<file path="src/rtl/core/spa_pkg.sv">
// Shared types and constants for the sparse polynomial adder.
// No dependencies; imported by the controller, the datapath and the top level.
`timescale 1ns / 1ps

package spa_pkg;

   // Capacity of each operand list
   localparam int MAX_TERMS = 16;

   localparam int EXP_W  = 10;
   localparam int COEF_W = 32;
   localparam int SUM_W  = COEF_W + 1;
   localparam int OUT_CNT_W = 6;

   // List fill count and walk pointers reach MAX_TERMS itself
   localparam int CNT_W = $clog2(MAX_TERMS + 1);
   localparam int IDX_W = (MAX_TERMS > 1) ? $clog2(MAX_TERMS) : 1;
   // Merged term count reaches twice the capacity
   localparam int N_W   = $clog2(2 * MAX_TERMS + 1);

   typedef enum logic [1:0] {
      OP_LOAD_A = 2'd0,
      OP_LOAD_B = 2'd1,
      OP_START  = 2'd2
   } op_type;

   typedef enum logic [1:0] {
      ST_IDLE,
      ST_COUNT,
      ST_EMIT,
      ST_EMPTY
   } state_type;

   typedef struct packed {
      logic load_a;
      logic load_b;
      logic walk_clr;
      logic walk_adv;
      logic n_clr;
      logic n_inc;
      logic k_clr;
      logic k_inc;
      logic emit_term;
      logic emit_empty;
      logic lists_clr;
   } cmd_type;

   typedef struct packed {
      logic walk_done;
      logic step_emit;
      logic n_zero;
   } status_type;

endpackage

</file>
<file path="src/rtl/core/spa_ctrl.sv">
// Controller for the sparse polynomial adder: load decode, count pass, emit pass.
// Depends on spa_pkg; drives the datapath through cmd_type, reads status_type.
`timescale 1ns / 1ps

module spa_ctrl
   import spa_pkg::*;
(
   input  logic       clock,
   input  logic       reset,
   input  logic       start,
   input  logic [1:0] req_op,
   input  status_type status,
   output cmd_type    cmd,
   output logic       busy
);

   state_type state_ff;
   state_type state_in;

   always_ff @(posedge clock) begin
      if (reset) begin
         state_ff <= ST_IDLE;
      end else begin
         state_ff <= state_in;
      end
   end

   always_comb begin
      state_in = state_ff;
      cmd      = '0;
      busy     = (state_ff != ST_IDLE);
      unique case (state_ff)
         ST_IDLE: begin
            if (start) begin
               case (req_op)
                  OP_LOAD_A: cmd.load_a = 1'b1;
                  OP_LOAD_B: cmd.load_b = 1'b1;
                  OP_START: begin
                     cmd.walk_clr = 1'b1;
                     cmd.n_clr    = 1'b1;
                     state_in     = ST_COUNT;
                  end
                  default: ;  // unused op: drop
               endcase
            end
         end
         ST_COUNT: begin
            // first pass: walk the merge only to learn the term count
            if (status.walk_done) begin
               if (status.n_zero) begin
                  state_in = ST_EMPTY;
               end else begin
                  cmd.walk_clr = 1'b1;
                  cmd.k_clr    = 1'b1;
                  state_in     = ST_EMIT;
               end
            end else begin
               cmd.walk_adv = 1'b1;
               cmd.n_inc    = status.step_emit;
            end
         end
         ST_EMIT: begin
            if (status.walk_done) begin
               // rewind the walk along with the lists
               cmd.lists_clr = 1'b1;
               cmd.walk_clr  = 1'b1;
               state_in      = ST_IDLE;
            end else begin
               cmd.walk_adv  = 1'b1;
               cmd.emit_term = status.step_emit;
               cmd.k_inc     = status.step_emit;
            end
         end
         ST_EMPTY: begin
            cmd.emit_empty = 1'b1;
            cmd.lists_clr  = 1'b1;
            cmd.walk_clr   = 1'b1;
            state_in       = ST_IDLE;
         end
         default: state_in = ST_IDLE;
      endcase
   end

endmodule

</file>
<file path="src/rtl/core/spa_datapath.sv">
// Datapath for the sparse polynomial adder: term lists, merge step, result registers.
// Depends on spa_pkg; commanded by spa_ctrl.
`timescale 1ns / 1ps

module spa_datapath
   import spa_pkg::*;
(
   input  logic                       clock,
   input  logic                       reset,
   input  cmd_type                    cmd,
   input  logic [EXP_W-1:0]           req_exponent,
   input  logic signed [COEF_W-1:0]   req_coefficient,
   output status_type                 status,
   output logic                       rsp_valid,
   output logic [EXP_W-1:0]           rsp_term_exponent,
   output logic signed [SUM_W-1:0]    rsp_term_coefficient,
   output logic [OUT_CNT_W-1:0]       rsp_term_count,
   output logic                       rsp_last_term,
   output logic                       rsp_empty_sum
);

   logic [EXP_W-1:0]         a_exp_ff  [MAX_TERMS];
   logic signed [COEF_W-1:0] a_coef_ff [MAX_TERMS];
   logic [EXP_W-1:0]         b_exp_ff  [MAX_TERMS];
   logic signed [COEF_W-1:0] b_coef_ff [MAX_TERMS];

   logic [CNT_W-1:0] count_a_ff, count_a_in;
   logic [CNT_W-1:0] count_b_ff, count_b_in;
   logic [CNT_W-1:0] p_ff, p_in;
   logic [CNT_W-1:0] q_ff, q_in;
   logic [N_W-1:0]   n_ff, n_in;
   logic [N_W-1:0]   k_ff, k_in;

   logic                     rsp_valid_ff;
   logic [EXP_W-1:0]         rsp_exp_ff;
   logic signed [SUM_W-1:0]  rsp_coef_ff;
   logic [OUT_CNT_W-1:0]     rsp_cnt_ff;
   logic                     rsp_last_ff;
   logic                     rsp_empty_ff;

   logic                     a_ok, b_ok;
   logic [EXP_W-1:0]         ea, eb;
   logic signed [SUM_W-1:0]  ca, cb, sum;
   logic                     adv_p, adv_q;
   logic [EXP_W-1:0]         step_exp;
   logic signed [SUM_W-1:0]  step_coef;
   logic                     step_emit;

   // list storage, written on loads only
   always_ff @(posedge clock) begin
      if (cmd.load_a && (count_a_ff < CNT_W'(MAX_TERMS))) begin
         a_exp_ff[count_a_ff[IDX_W-1:0]]  <= req_exponent;
         a_coef_ff[count_a_ff[IDX_W-1:0]] <= req_coefficient;
      end
      if (cmd.load_b && (count_b_ff < CNT_W'(MAX_TERMS))) begin
         b_exp_ff[count_b_ff[IDX_W-1:0]]  <= req_exponent;
         b_coef_ff[count_b_ff[IDX_W-1:0]] <= req_coefficient;
      end
   end

   // one merge step
   always_comb begin
      a_ok = (p_ff < count_a_ff);
      b_ok = (q_ff < count_b_ff);
      ea   = a_exp_ff[p_ff[IDX_W-1:0]];
      eb   = b_exp_ff[q_ff[IDX_W-1:0]];
      ca   = SUM_W'(a_coef_ff[p_ff[IDX_W-1:0]]);
      cb   = SUM_W'(b_coef_ff[q_ff[IDX_W-1:0]]);
      sum  = ca + cb;
      adv_p     = 1'b0;
      adv_q     = 1'b0;
      step_exp  = ea;
      step_coef = ca;
      step_emit = 1'b0;
      priority if (a_ok && b_ok) begin
         if (ea == eb) begin
            step_coef = sum;
            step_emit = (sum != '0);  // cancelled terms drop out
            adv_p     = 1'b1;
            adv_q     = 1'b1;
         end else if (ea < eb) begin
            step_exp  = eb;
            step_coef = cb;
            step_emit = 1'b1;
            adv_q     = 1'b1;
         end else begin
            step_emit = 1'b1;
            adv_p     = 1'b1;
         end
      end else if (a_ok) begin
         step_emit = 1'b1;
         adv_p     = 1'b1;
      end else if (b_ok) begin
         step_exp  = eb;
         step_coef = cb;
         step_emit = 1'b1;
         adv_q     = 1'b1;
      end else begin
         step_emit = 1'b0;
      end
   end

   assign status.walk_done = !a_ok && !b_ok;
   assign status.step_emit = step_emit;
   assign status.n_zero    = (n_ff == '0);

   always_comb begin
      count_a_in = count_a_ff;
      count_b_in = count_b_ff;
      if (cmd.lists_clr) begin
         count_a_in = '0;
         count_b_in = '0;
      end else begin
         if (cmd.load_a && (count_a_ff < CNT_W'(MAX_TERMS))) begin
            count_a_in = count_a_ff + CNT_W'(1);
         end
         if (cmd.load_b && (count_b_ff < CNT_W'(MAX_TERMS))) begin
            count_b_in = count_b_ff + CNT_W'(1);
         end
      end

      p_in = p_ff;
      q_in = q_ff;
      if (cmd.walk_clr) begin
         p_in = '0;
         q_in = '0;
      end else if (cmd.walk_adv) begin
         p_in = p_ff + CNT_W'(adv_p);
         q_in = q_ff + CNT_W'(adv_q);
      end

      n_in = n_ff;
      if (cmd.n_clr) begin
         n_in = '0;
      end else if (cmd.n_inc) begin
         n_in = n_ff + N_W'(1);
      end

      k_in = k_ff;
      if (cmd.k_clr) begin
         k_in = '0;
      end else if (cmd.k_inc) begin
         k_in = k_ff + N_W'(1);
      end
   end

   always_ff @(posedge clock) begin
      if (reset) begin
         count_a_ff   <= '0;
         count_b_ff   <= '0;
         p_ff         <= '0;
         q_ff         <= '0;
         n_ff         <= '0;
         k_ff         <= '0;
         rsp_valid_ff <= 1'b0;
      end else begin
         count_a_ff   <= count_a_in;
         count_b_ff   <= count_b_in;
         p_ff         <= p_in;
         q_ff         <= q_in;
         n_ff         <= n_in;
         k_ff         <= k_in;
         rsp_valid_ff <= cmd.emit_term || cmd.emit_empty;
      end
   end

   // result register, loaded only when a transaction goes out
   always_ff @(posedge clock) begin
      if (cmd.emit_empty) begin
         rsp_exp_ff   <= '0;
         rsp_coef_ff  <= '0;
         rsp_cnt_ff   <= '0;
         rsp_last_ff  <= 1'b1;
         rsp_empty_ff <= 1'b1;
      end else if (cmd.emit_term) begin
         rsp_exp_ff   <= step_exp;
         rsp_coef_ff  <= step_coef;
         rsp_cnt_ff   <= OUT_CNT_W'(n_ff);
         rsp_last_ff  <= ((k_ff + N_W'(1)) == n_ff);
         rsp_empty_ff <= 1'b0;
      end
   end

   assign rsp_valid            = rsp_valid_ff;
   assign rsp_term_exponent    = rsp_exp_ff;
   assign rsp_term_coefficient = rsp_coef_ff;
   assign rsp_term_count       = rsp_cnt_ff;
   assign rsp_last_term        = rsp_last_ff;
   assign rsp_empty_sum        = rsp_empty_ff;

`ifndef ASSERT_OFF
   a_cnt_a_cap: assert property (@(posedge clock) disable iff (reset)
      count_a_ff <= CNT_W'(MAX_TERMS))
      else $error("list A count exceeds capacity");

   a_ptr_in_range: assert property (@(posedge clock) disable iff (reset)
      (p_ff <= count_a_ff) && (q_ff <= count_b_ff))
      else $error("walk pointer ran past its list");

   a_emit_le_count: assert property (@(posedge clock) disable iff (reset)
      cmd.emit_term |-> (k_ff < n_ff))
      else $error("more terms emitted than counted");

   a_empty_is_last: assert property (@(posedge clock) disable iff (reset)
      (rsp_valid_ff && rsp_empty_ff) |-> (rsp_last_ff && (rsp_cnt_ff == '0)))
      else $error("empty result not marked last");

   a_no_load_in_walk: assert property (@(posedge clock) disable iff (reset)
      (cmd.load_a || cmd.load_b) |-> !cmd.walk_adv)
      else $error("load during merge walk");
`endif

endmodule

</file>
<file path="src/rtl/core/sparse_polynomial_add.sv">
// Top level of the sparse polynomial adder.
// Depends on spa_pkg, spa_ctrl and spa_datapath.
`timescale 1ns / 1ps

// Usage:
//   A transaction is taken at a rising edge with start high and busy low.
//   req_op selects: load a term into list A, load a term into list B, or
//   start the merge. Loads complete in the accept cycle; busy stays low, so
//   loads may follow back to back. A load into a full list is dropped, as is
//   an unused op code.
//   A start raises busy. The controller walks both lists once to count the
//   surviving terms, then walks them again and emits one term per step, except
//   where equal exponents sum to zero; one step per cycle, and steps <=
//   count_a + count_b. The first result comes out during the second walk,
//   and busy falls once that walk ends. An empty sum gives one result with
//   rsp_empty_sum and rsp_last_term set after the count pass, with busy low.
//   Each result is valid for exactly one cycle on rsp_valid and carries the
//   total term count; the receiver cannot stall. Both lists are emptied when
//   the start completes. Reset empties both lists and returns to idle.
module sparse_polynomial_add
   import spa_pkg::*;
(
   input  logic                      clock,
   input  logic                      reset,
   input  logic                      start,
   output logic                      busy,
   input  logic [1:0]                req_op,
   input  logic [EXP_W-1:0]          req_exponent,
   input  logic signed [COEF_W-1:0]  req_coefficient,
   output logic                      rsp_valid,
   output logic [EXP_W-1:0]          rsp_term_exponent,
   output logic signed [SUM_W-1:0]   rsp_term_coefficient,
   output logic [OUT_CNT_W-1:0]      rsp_term_count,
   output logic                      rsp_last_term,
   output logic                      rsp_empty_sum
);

   cmd_type    cmd;
   status_type status;

   spa_ctrl u_ctrl (
      .clock  (clock),
      .reset  (reset),
      .start  (start),
      .req_op (req_op),
      .status (status),
      .cmd    (cmd),
      .busy   (busy)
   );

   spa_datapath u_datapath (
      .clock                (clock),
      .reset                (reset),
      .cmd                  (cmd),
      .req_exponent         (req_exponent),
      .req_coefficient      (req_coefficient),
      .status               (status),
      .rsp_valid            (rsp_valid),
      .rsp_term_exponent    (rsp_term_exponent),
      .rsp_term_coefficient (rsp_term_coefficient),
      .rsp_term_count       (rsp_term_count),
      .rsp_last_term        (rsp_last_term),
      .rsp_empty_sum        (rsp_empty_sum)
   );

endmodule

</file>
<file path="config.mk">
export PLATFORM = sky130hd
export DESIGN_NAME = sparse_polynomial_add
export DESIGN_NICKNAME = d
export VERILOG_FILES = /design/src/rtl/core/spa_pkg.sv /design/src/rtl/core/spa_ctrl.sv /design/src/rtl/core/spa_datapath.sv /design/src/rtl/core/sparse_polynomial_add.sv
export SDC_FILE = /design/constraint.sdc
export NUM_CORES = 1
export LEC_CHECK = 0
export BUFFER_PORTS_ARGS = -buffer_cell sky130_fd_sc_hd__buf_2
export CORE_ASPECT_RATIO = 1.25
export CORE_MARGIN = 2
export CORE_UTILIZATION = 45
export DETAILED_ROUTE_END_ITERATION = 12
export SLEW_MARGIN = 20
export SYNTH_ARGS = -nofsm -noshare
export SYNTH_HDL_FRONTEND = slang
export SYNTH_SLANG_ARGS = --single-unit
</file>
<file path="constraint.sdc">
create_clock -name clock -period 7.5 [get_ports clock]
set_input_delay 1.125 -clock clock [delete_from_list [all_inputs] [get_ports clock]]
set_output_delay 1.125 -clock clock [all_outputs]
set_load 0.03 [all_outputs]
</file>
==> impl_metrics.json, run 1 <==
{
  "status": "completed",
  "cts_buffer_depth": 3,
  "layout-drive-gt1-share": 0.2813,
  "root_buffer": "clkbuf_16",
  "seq_area_frac_synth": 0.7355,
  "h-tree-depth": 4,
  "max_cap_violations": 0,
  "vias": 29450,
  "synthAdderAreaFrac": 0.01538,
  "grtUsageTotal": 0.2379,
  "io_buffers": 99,
  "worstHoldStart": "u_datapath.rsp_empty_sum",
  "yosysTopAreaCell": "edfxtp_1",
  "boundaryPins": 100,
  "fin_nets": 3086,
  "synth-compound-area-share": 0.03584,
  "post-dp-hpwl_um": 87920,
  "layout.cells.non_filler": 4787,
  "avgSynthCellArea_um2": 20.56,
  "grt_pass1_wl_um": 217300,
  "relSlewSlack": 0.2313,
  "core_area_um2": 126600,
  "total_leakage_power_nw": 19.99,
  "ys_ff_latch": 1438,
  "insertion_delay_ps": 770,
  "crit_path_end_kind": "flop",
  "syn_to_final_growth_pct": 12.91,
  "drtIter0Drc": 3064,
  "cp-start-kind": "flop",
  "placedCellCount": 4525,
  "wire_per_inst_um": 32.11,
  "ir_drop_mv": 0.3340,
  "grt-ovfl-total": 0,
  "syn_area_um2": 57430,
  "yosys.area_share.simple": 0.02664,
  "finalSetupViolCount": 0,
  "synth_top_area_frac": 0.7027,
  "fp.dieW_um": 323.5,
  "antenna_found_initial": 6,
  "synthMuxAreaShare": 0.1670,
  "fmax_ghz": 0.1537,
  "maxSlewViolCount": 0,
  "worstMarginPinSlew_ps": 1153,
  "crit_required_ps": 8150,
  "timing_worst_setup_path_type": "reg2reg",
  "fin_tns_setup_ps": 0,
  "fin_crit_ps": 6505,
  "synth_most_common_cell": "edfxtp_1",
  "cts.sinks": 1438,
  "die_h_um": 403.4,
  "ys.flop_type": "edfxtp_1",
  "holdPathStages": 1,
  "rsz0062_at_grt": "false",
  "reg2reg_slack_ps": 1000,
  "antenna_left": 0,
  "postCtsSetupBuffers": 0,
  "via_per_inst": 6.153,
  "grt_pass1_vias": 29440,
  "fp.dieArea_um2": 130500,
  "synthDistinctLibCells": 70,
  "skew_ps": 35.77,
  "synthTopCellsByCount": "1344 x edfxtp_1, 420 x mux4_2, 107 x a21oi_1",
  "hold_class": "reg2reg",
  "numCtsBuffers": 142,
  "synthCells": 2794,
  "synth_area_leaders": "edfxtp_1 70%, mux4_2 16%, dfxtp_1 3.3%, ha_1 1.5%, a21oi_1 0.93%",
  "fin_crit_sh": 0.8673,
  "synth_top_family_by_area": "multiplexers",
  "totalWireLength_um": 153700,
  "hold_viol_final": 0,
  "rows": 146,
  "r2r_end": "u_datapath.rsp_term_exponent[5]",
  "drt_first_pass_iters": 6,
  "post_synth_xor_area_fraction": 0.006100,
  "cts_resized": 0,
  "drt_drc_violations_left": 0,
  "fillerInstances": 9868,
  "start_util": 0.4537,
  "hold-path-endpoint": "u_datapath.rsp_empty_sum",
  "path_clk_slew_ps": 60,
  "cts_tree": "yes",
  "power.density_nw_per_um2": 267.8,
  "arrival_ps": 7150,
  "async_flop_share": 0,
  "synth_fp_nets": 2911,
  "place.gp.congestion": 0.8987,
  "reg2regPathDepth": 13,
  "synth_edf_count": 1344,
  "cp_max_fo": 41,
  "holdBufCountCts": 0,
  "grt_max_degree": 57,
  "yosysWarnings": 0
}
==> layout by cell type, fill, tap and decap left out, types with 9 or more instances in the layout <==
cell type	count
nor2_1	50
nand4_1	23
a21o_1	17
buf_12	9
buf_2	99
ha_1	68
dfxtp_1	86
or3_1	10
edfxtp_1	1344
nor4_1	9
xnor2_1	22
clkinv_2	18
inv_1	37
nand2_1	94
nor3_2	19
a211oi_1	40
o21ai_0	28
o21ai_1	18
mux2i_1	12
buf_4	77
a21oi_1	107
a222oi_1	18
clkinv_1	28
clkbuf_1	40
clkbuf_16	145
nor3_1	22
nor2_4	25
nand3_1	29
o31ai_1	9
xor2_1	18
mux4_2	420
==> per-stage QoR <==
step,power (mW),cell area [um^2],setup slack (ps),util,hold slack [ps]
5_1_grt,17.88,64840,623.6,0.5122,497.8
2_1_floorplan,10.13,57430,1764,-,462.6
4_1_cts,17.46,64800,1023,0.5119,472.5
3_5_place_dp,10.77,60430,1084,0.4773,457.8
6_report,17.37,64850,995.4,0.5122,460.5
3_3_place_gp,10.73,60400,1053,0.4771,432.8
==> state kept, by name, summed over array words and instances (netlist names), named ones only <==
register                         count
u_ctrl.state_ff                      2
u_datapath.a_coef_ff               512
u_datapath.a_exp_ff                160
u_datapath.b_coef_ff               512
u_datapath.b_exp_ff                160
u_datapath.count_a_ff                5
u_datapath.count_b_ff                5
u_datapath.k_ff                      6
u_datapath.n_ff                      6
u_datapath.p_ff                      5
u_datapath.q_ff                      5
u_datapath.rsp_empty_sum             1
u_datapath.rsp_last_term             1
u_datapath.rsp_term_coefficient     33
u_datapath.rsp_term_count            6
u_datapath.rsp_term_exponent        10
u_datapath.rsp_valid                 1
==> critical path, cell delays in order (launching register included) <==
cell      delay (ps)
dfxtp_4          830
buf_4            460
mux4_2           560
mux4_2           500
ha_1             420
a21oi_1          340
o21ai_0          170
o21ai_0          480
a311oi_1         260
or4_1            590
nor4_1           360
and4_4           640
nor2_4           280
a211oi_1         380
==> cells by family after synthesis <==
group / Yosys count
compound gates: 307
xor+xnor: 40
fa+ha+maj: 70
buf+inv: 192
flops: 1438
mux: 433
simple gates: 314
==> cell type report <==
cell class,count,area [um^2],share of cell area
diodes,3,7.507,0.0001158
repair buffers,186,1281,0.01976
clock buffers,190,3847,0.05933
flip-flops and latches,1438,42270,0.6519
inverters,37,138.9,0.002142
clock inverters,67,523.0,0.008065
well taps,1702,2130,0.03284
multi-input cells,1164,14650,0.2259
==> where the power goes <==
group	switching, mW	internal (mW)	total (mW)
Sequential	0.144	8.95	9.10
Combinational	1.05	0.463	1.52
Clock	2.94	3.82	6.75
Total	4.13	13.2	17.4
==> worst max path at each step <==
stage	start	end	slack (ps)
2_1_floorplan	flop	u_datapath.rsp_term_coefficient[27]	1760
3_3_place_gp	flop	u_datapath.rsp_term_exponent[1]	1050
3_5_place_dp	flop	u_datapath.rsp_term_exponent[5]	1080
4_1_cts	flop	u_datapath.rsp_term_exponent[5]	1020
5_1_grt	flop	u_datapath.rsp_term_exponent[5]	620
6_report	flop	u_datapath.rsp_term_exponent[5]	1000
==> metal layers <==
| layer | part of all wire | up-vias | track usage |
|---|---|---|---|
| li1 | - | 12080 | - |
| met1 | 0.40 | 15890 | 0.3270 |
| met2 | 0.50 | 1275 | 0.3908 |
| met3 | 0.074 | 212 | 0.04684 |
| met4 | 0.022 | 0 | 0.06319 |
| met5 | 0 | - | 0 |
Note: power is estimated with default switching activity, not from simulation.
==> inputs of run 2 (changes only) <==
- ABC_AREA: unset -> 1
==> run 2 against run 1 <==
  * Via count is 39% higher
  * Non-clock buffer count unchanged
  * Cell area up 3.2%
  * Clock power rose by 2%
  * Critical path type unchanged
  * Critical path depth is 10 higher
  * Sequential share of layout area is 2.0 points lower
  * Maximum frequency increased by 2.4%
==> impl_metrics.json, run 2 <==
{
  "final_cell_mix": "1344 x edfxtp_1, 835 x nor2_1, 701 x o21ai_0",
  "drt_first_pass_iters": 7,
  "fin_util": 0.5070,
  "worstMarginPinSlew_ps": 1332,
  "cts_tree": "yes",
  "mostFrequentLayoutCell": "edfxtp_1",
  "synth_fp_nets": 5170,
  "synth_most_common_cell": "edfxtp_1",
  "max_cap_violations": 0,
  "post_synth_xor_area_fraction": 0.002485,
  "ys_ff_latch": 1438,
  "io_buffers": 99,
  "grt_use_met1": 0.3575,
  "arrival_ps": 7000,
  "post-route-worst-setup-slack_ps": 1150,
  "synth_edf_count": 1344,
  "grt_util_met3": 0.04622,
  "synthTopCellsByCount": "1344 x edfxtp_1, 867 x nor2_1, 701 x o21ai_0",
  "drtIter0Drc": 4532,
  "grt_max_degree": 234,
  "synthAdderAreaFrac": 0.01474,
  "maxSlewViolCount": 0,
  "grt_pass1_vias": 39010,
  "fin_tns_setup_ps": 0,
  "wire_per_inst_um": 26.59,
  "pre_cts_slack_ps": 1399,
  "relSlewSlack": 0.1123,
  "timing_worst_setup_path_type": "reg2reg",
  "globalRoute.busiestLayer": "met2",
  "numCtsBuffers": 143,
  "finalSetupViolCount": 0,
  "post-dp-hpwl_um": 102700,
  "synthMuxAreaShare": 0.001503,
  "synth-compound-area-share": 0.1240,
  "root_buffer": "clkbuf_16",
  "rsz0062_at_grt": "false",
  "layout-drive-gt1-share": 0.08984,
  "synthDistinctLibCells": 43,
  "postCtsSetupBuffers": 0,
  "grtUsageTotal": 0.2684,
  "drt_drc_violations_left": 0,
  "cp_max_fo": 170,
  "fin_crit_ps": 6350,
  "yosys.area_share.simple": 0.1156,
  "cts_buffer_depth": 3,
  "rows": 149,
  "holdBufCountCts": 0,
  "via_per_inst": 5.925,
  "hold_class": "reg2reg",
  "insertion_delay_ps": 780,
  "cp-start-kind": "flop",
  "crit_required_ps": 8150,
  "die_h_um": 412.0,
  "ys.flop_type": "edfxtp_1",
  "place.gp.congestion": 0.9801,
  "h-tree-depth": 4,
  "seq_area_frac_synth": 0.7049,
  "async_flop_share": 0,
  "syn_to_final_growth_pct": 11.67,
  "synth_area_leaders": "edfxtp_1 67%, o21ai_0 5.9%, nor2_1 5.4%, nand2_1 3.7%, o221ai_1 3.4%",
  "ir_drop_mv": 0.2416,
  "synthCells": 5053,
  "hold_viol_final": 0,
  "yosysTopAreaCell": "edfxtp_1",
  "yosysWarnings": 0,
  "fin_crit_sh": 0.8466,
  "synth_top_family_by_area": "compound AO/OA/AOI/OAI gates",
  "grt_pass1_wl_um": 265600,
  "skew_ps": 30.56,
  "path_clk_slew_ps": 60,
  "start_util": 0.4540,
  "core_area_um2": 132000,
  "fin_nets": 5186,
  "crit_path_end_kind": "flop",
  "syn_area_um2": 59920,
  "total_leakage_power_nw": 23.30,
  "avgSynthCellArea_um2": 11.86,
  "fp.dieArea_um2": 136100,
  "totalWireLength_um": 183900,
  "cts_resized": 0,
  "cts.sinks": 1438,
  "antenna_left": 0,
  "fp.dieW_um": 330.4,
  "synth_top_area_frac": 0.6735,
  "met2_usage": 0.4419,
  "boundaryPins": 100,
  "vias": 40980,
  "power.density_nw_per_um2": 265.0,
  "grt-ovfl-total": 0,
  "fillerInstances": 11460,
  "status": "completed",
  "fmax_ghz": 0.1575,
  "antenna_found_initial": 10
}
[run 2: cell types whose count changed after synthesis, sizes merged, moves of 102 or more]
cell,previous run,this run
nor2,75,874
o21ai,47,704
nand2,94,599
mux4,420,0
o221ai,0,230
inv,37,250
clkbuf,101,279
nand3,29,153
o211ai,7,109
[run 2: per-layer routing]
layer  wire length, um  vias to the layer above  share of wire
met5                37                        -        0.00020
met4              6708                        6          0.036
met3             13800                      338          0.075
met2             88260                     1684           0.48
met1             75100                    20490           0.41
li1                  -                    18460              -
[run 2: path summary, 6_finish.rpt]
kind,endpoint,start,depth (start not counted),slack (ps)
worst min register to register,u_datapath.rsp_empty_sum,u_datapath.rsp_empty_sum,2,450
worst max register to register,u_datapath.rsp_term_exponent[7],flop,23,1150
worst max-delay path,u_datapath.rsp_term_exponent[7],flop,23,1150
worst min-delay path,u_datapath.rsp_empty_sum,u_datapath.rsp_empty_sum,2,450
[run 2: critical path, stage by stage, from the launching register on]
cell      delay [ps]
dfxtp_4          640
inv_8            300
buf_4            550
o21ai_0          220
o22ai_1          110
o211ai_1         230
nand2_1          160
ha_1             470
nand2_1          180
nor2_2           290
nand2_1          120
clkinv_1          50
nand2_1           60
nand2_1          150
nand2_1           90
nand3_1          100
nand2_1           70
nand3_1           90
nor2_1            60
nand3_2           70
buf_4            430
nand3_4          840
nor2_1           350
nor2_1            80
[run 2: kinds of logic (layout without fill, tap and decap cells)]
family          count (synthesis)  count (layout)
flops                        1438            1438
fa+ha+maj                      70              70
compound gates               1230            1230
simple gates                 1720            1720
buf+inv                       570             693
mux                             8               8
other cells                     0               4
xor+xnor                       17              17
[run 2: where the power goes]
part / switching (mW) / internal (mW) / total (mW) / leakage, nW
Sequential: 0.119 / 8.94 / 9.06 / 12.9
Combinational: 1.31 / 0.452 / 1.76 / 8.26
Clock: 3.00 / 3.91 / 6.91 / 2.18
[run 2: metrics by stage]
| step | hold WS [ps] | cell area, um^2 | instances | power [mW] |
|---|---|---|---|---|
| floorplan | 455.1 | 59930 | 5053 | 10.28 |
| global placement | 427.9 | 62470 | 6660 | 10.98 |
| detailed placement | 436.3 | 62470 | 6660 | 10.98 |
| CTS | 449.3 | 66900 | 6912 | 17.83 |
| global route | 463.4 | 66910 | 6913 | 18.28 |
| finish | 450.5 | 66920 | 6916 | 17.73 |
[run 2: final cells by class]
cell class | count | area [um^2] | area share
diodes | 4 | 10.01 | 0.0001496
flip-flops and latches | 1438 | 42270 | 0.6316
well taps | 1736 | 2172 | 0.03246
inverters | 255 | 977.2 | 0.01460
multi-input cells | 3045 | 15750 | 0.2353
clock buffers | 177 | 3842 | 0.05742
repair buffers | 186 | 1311 | 0.01959
clock inverters | 75 | 593.1 | 0.008862
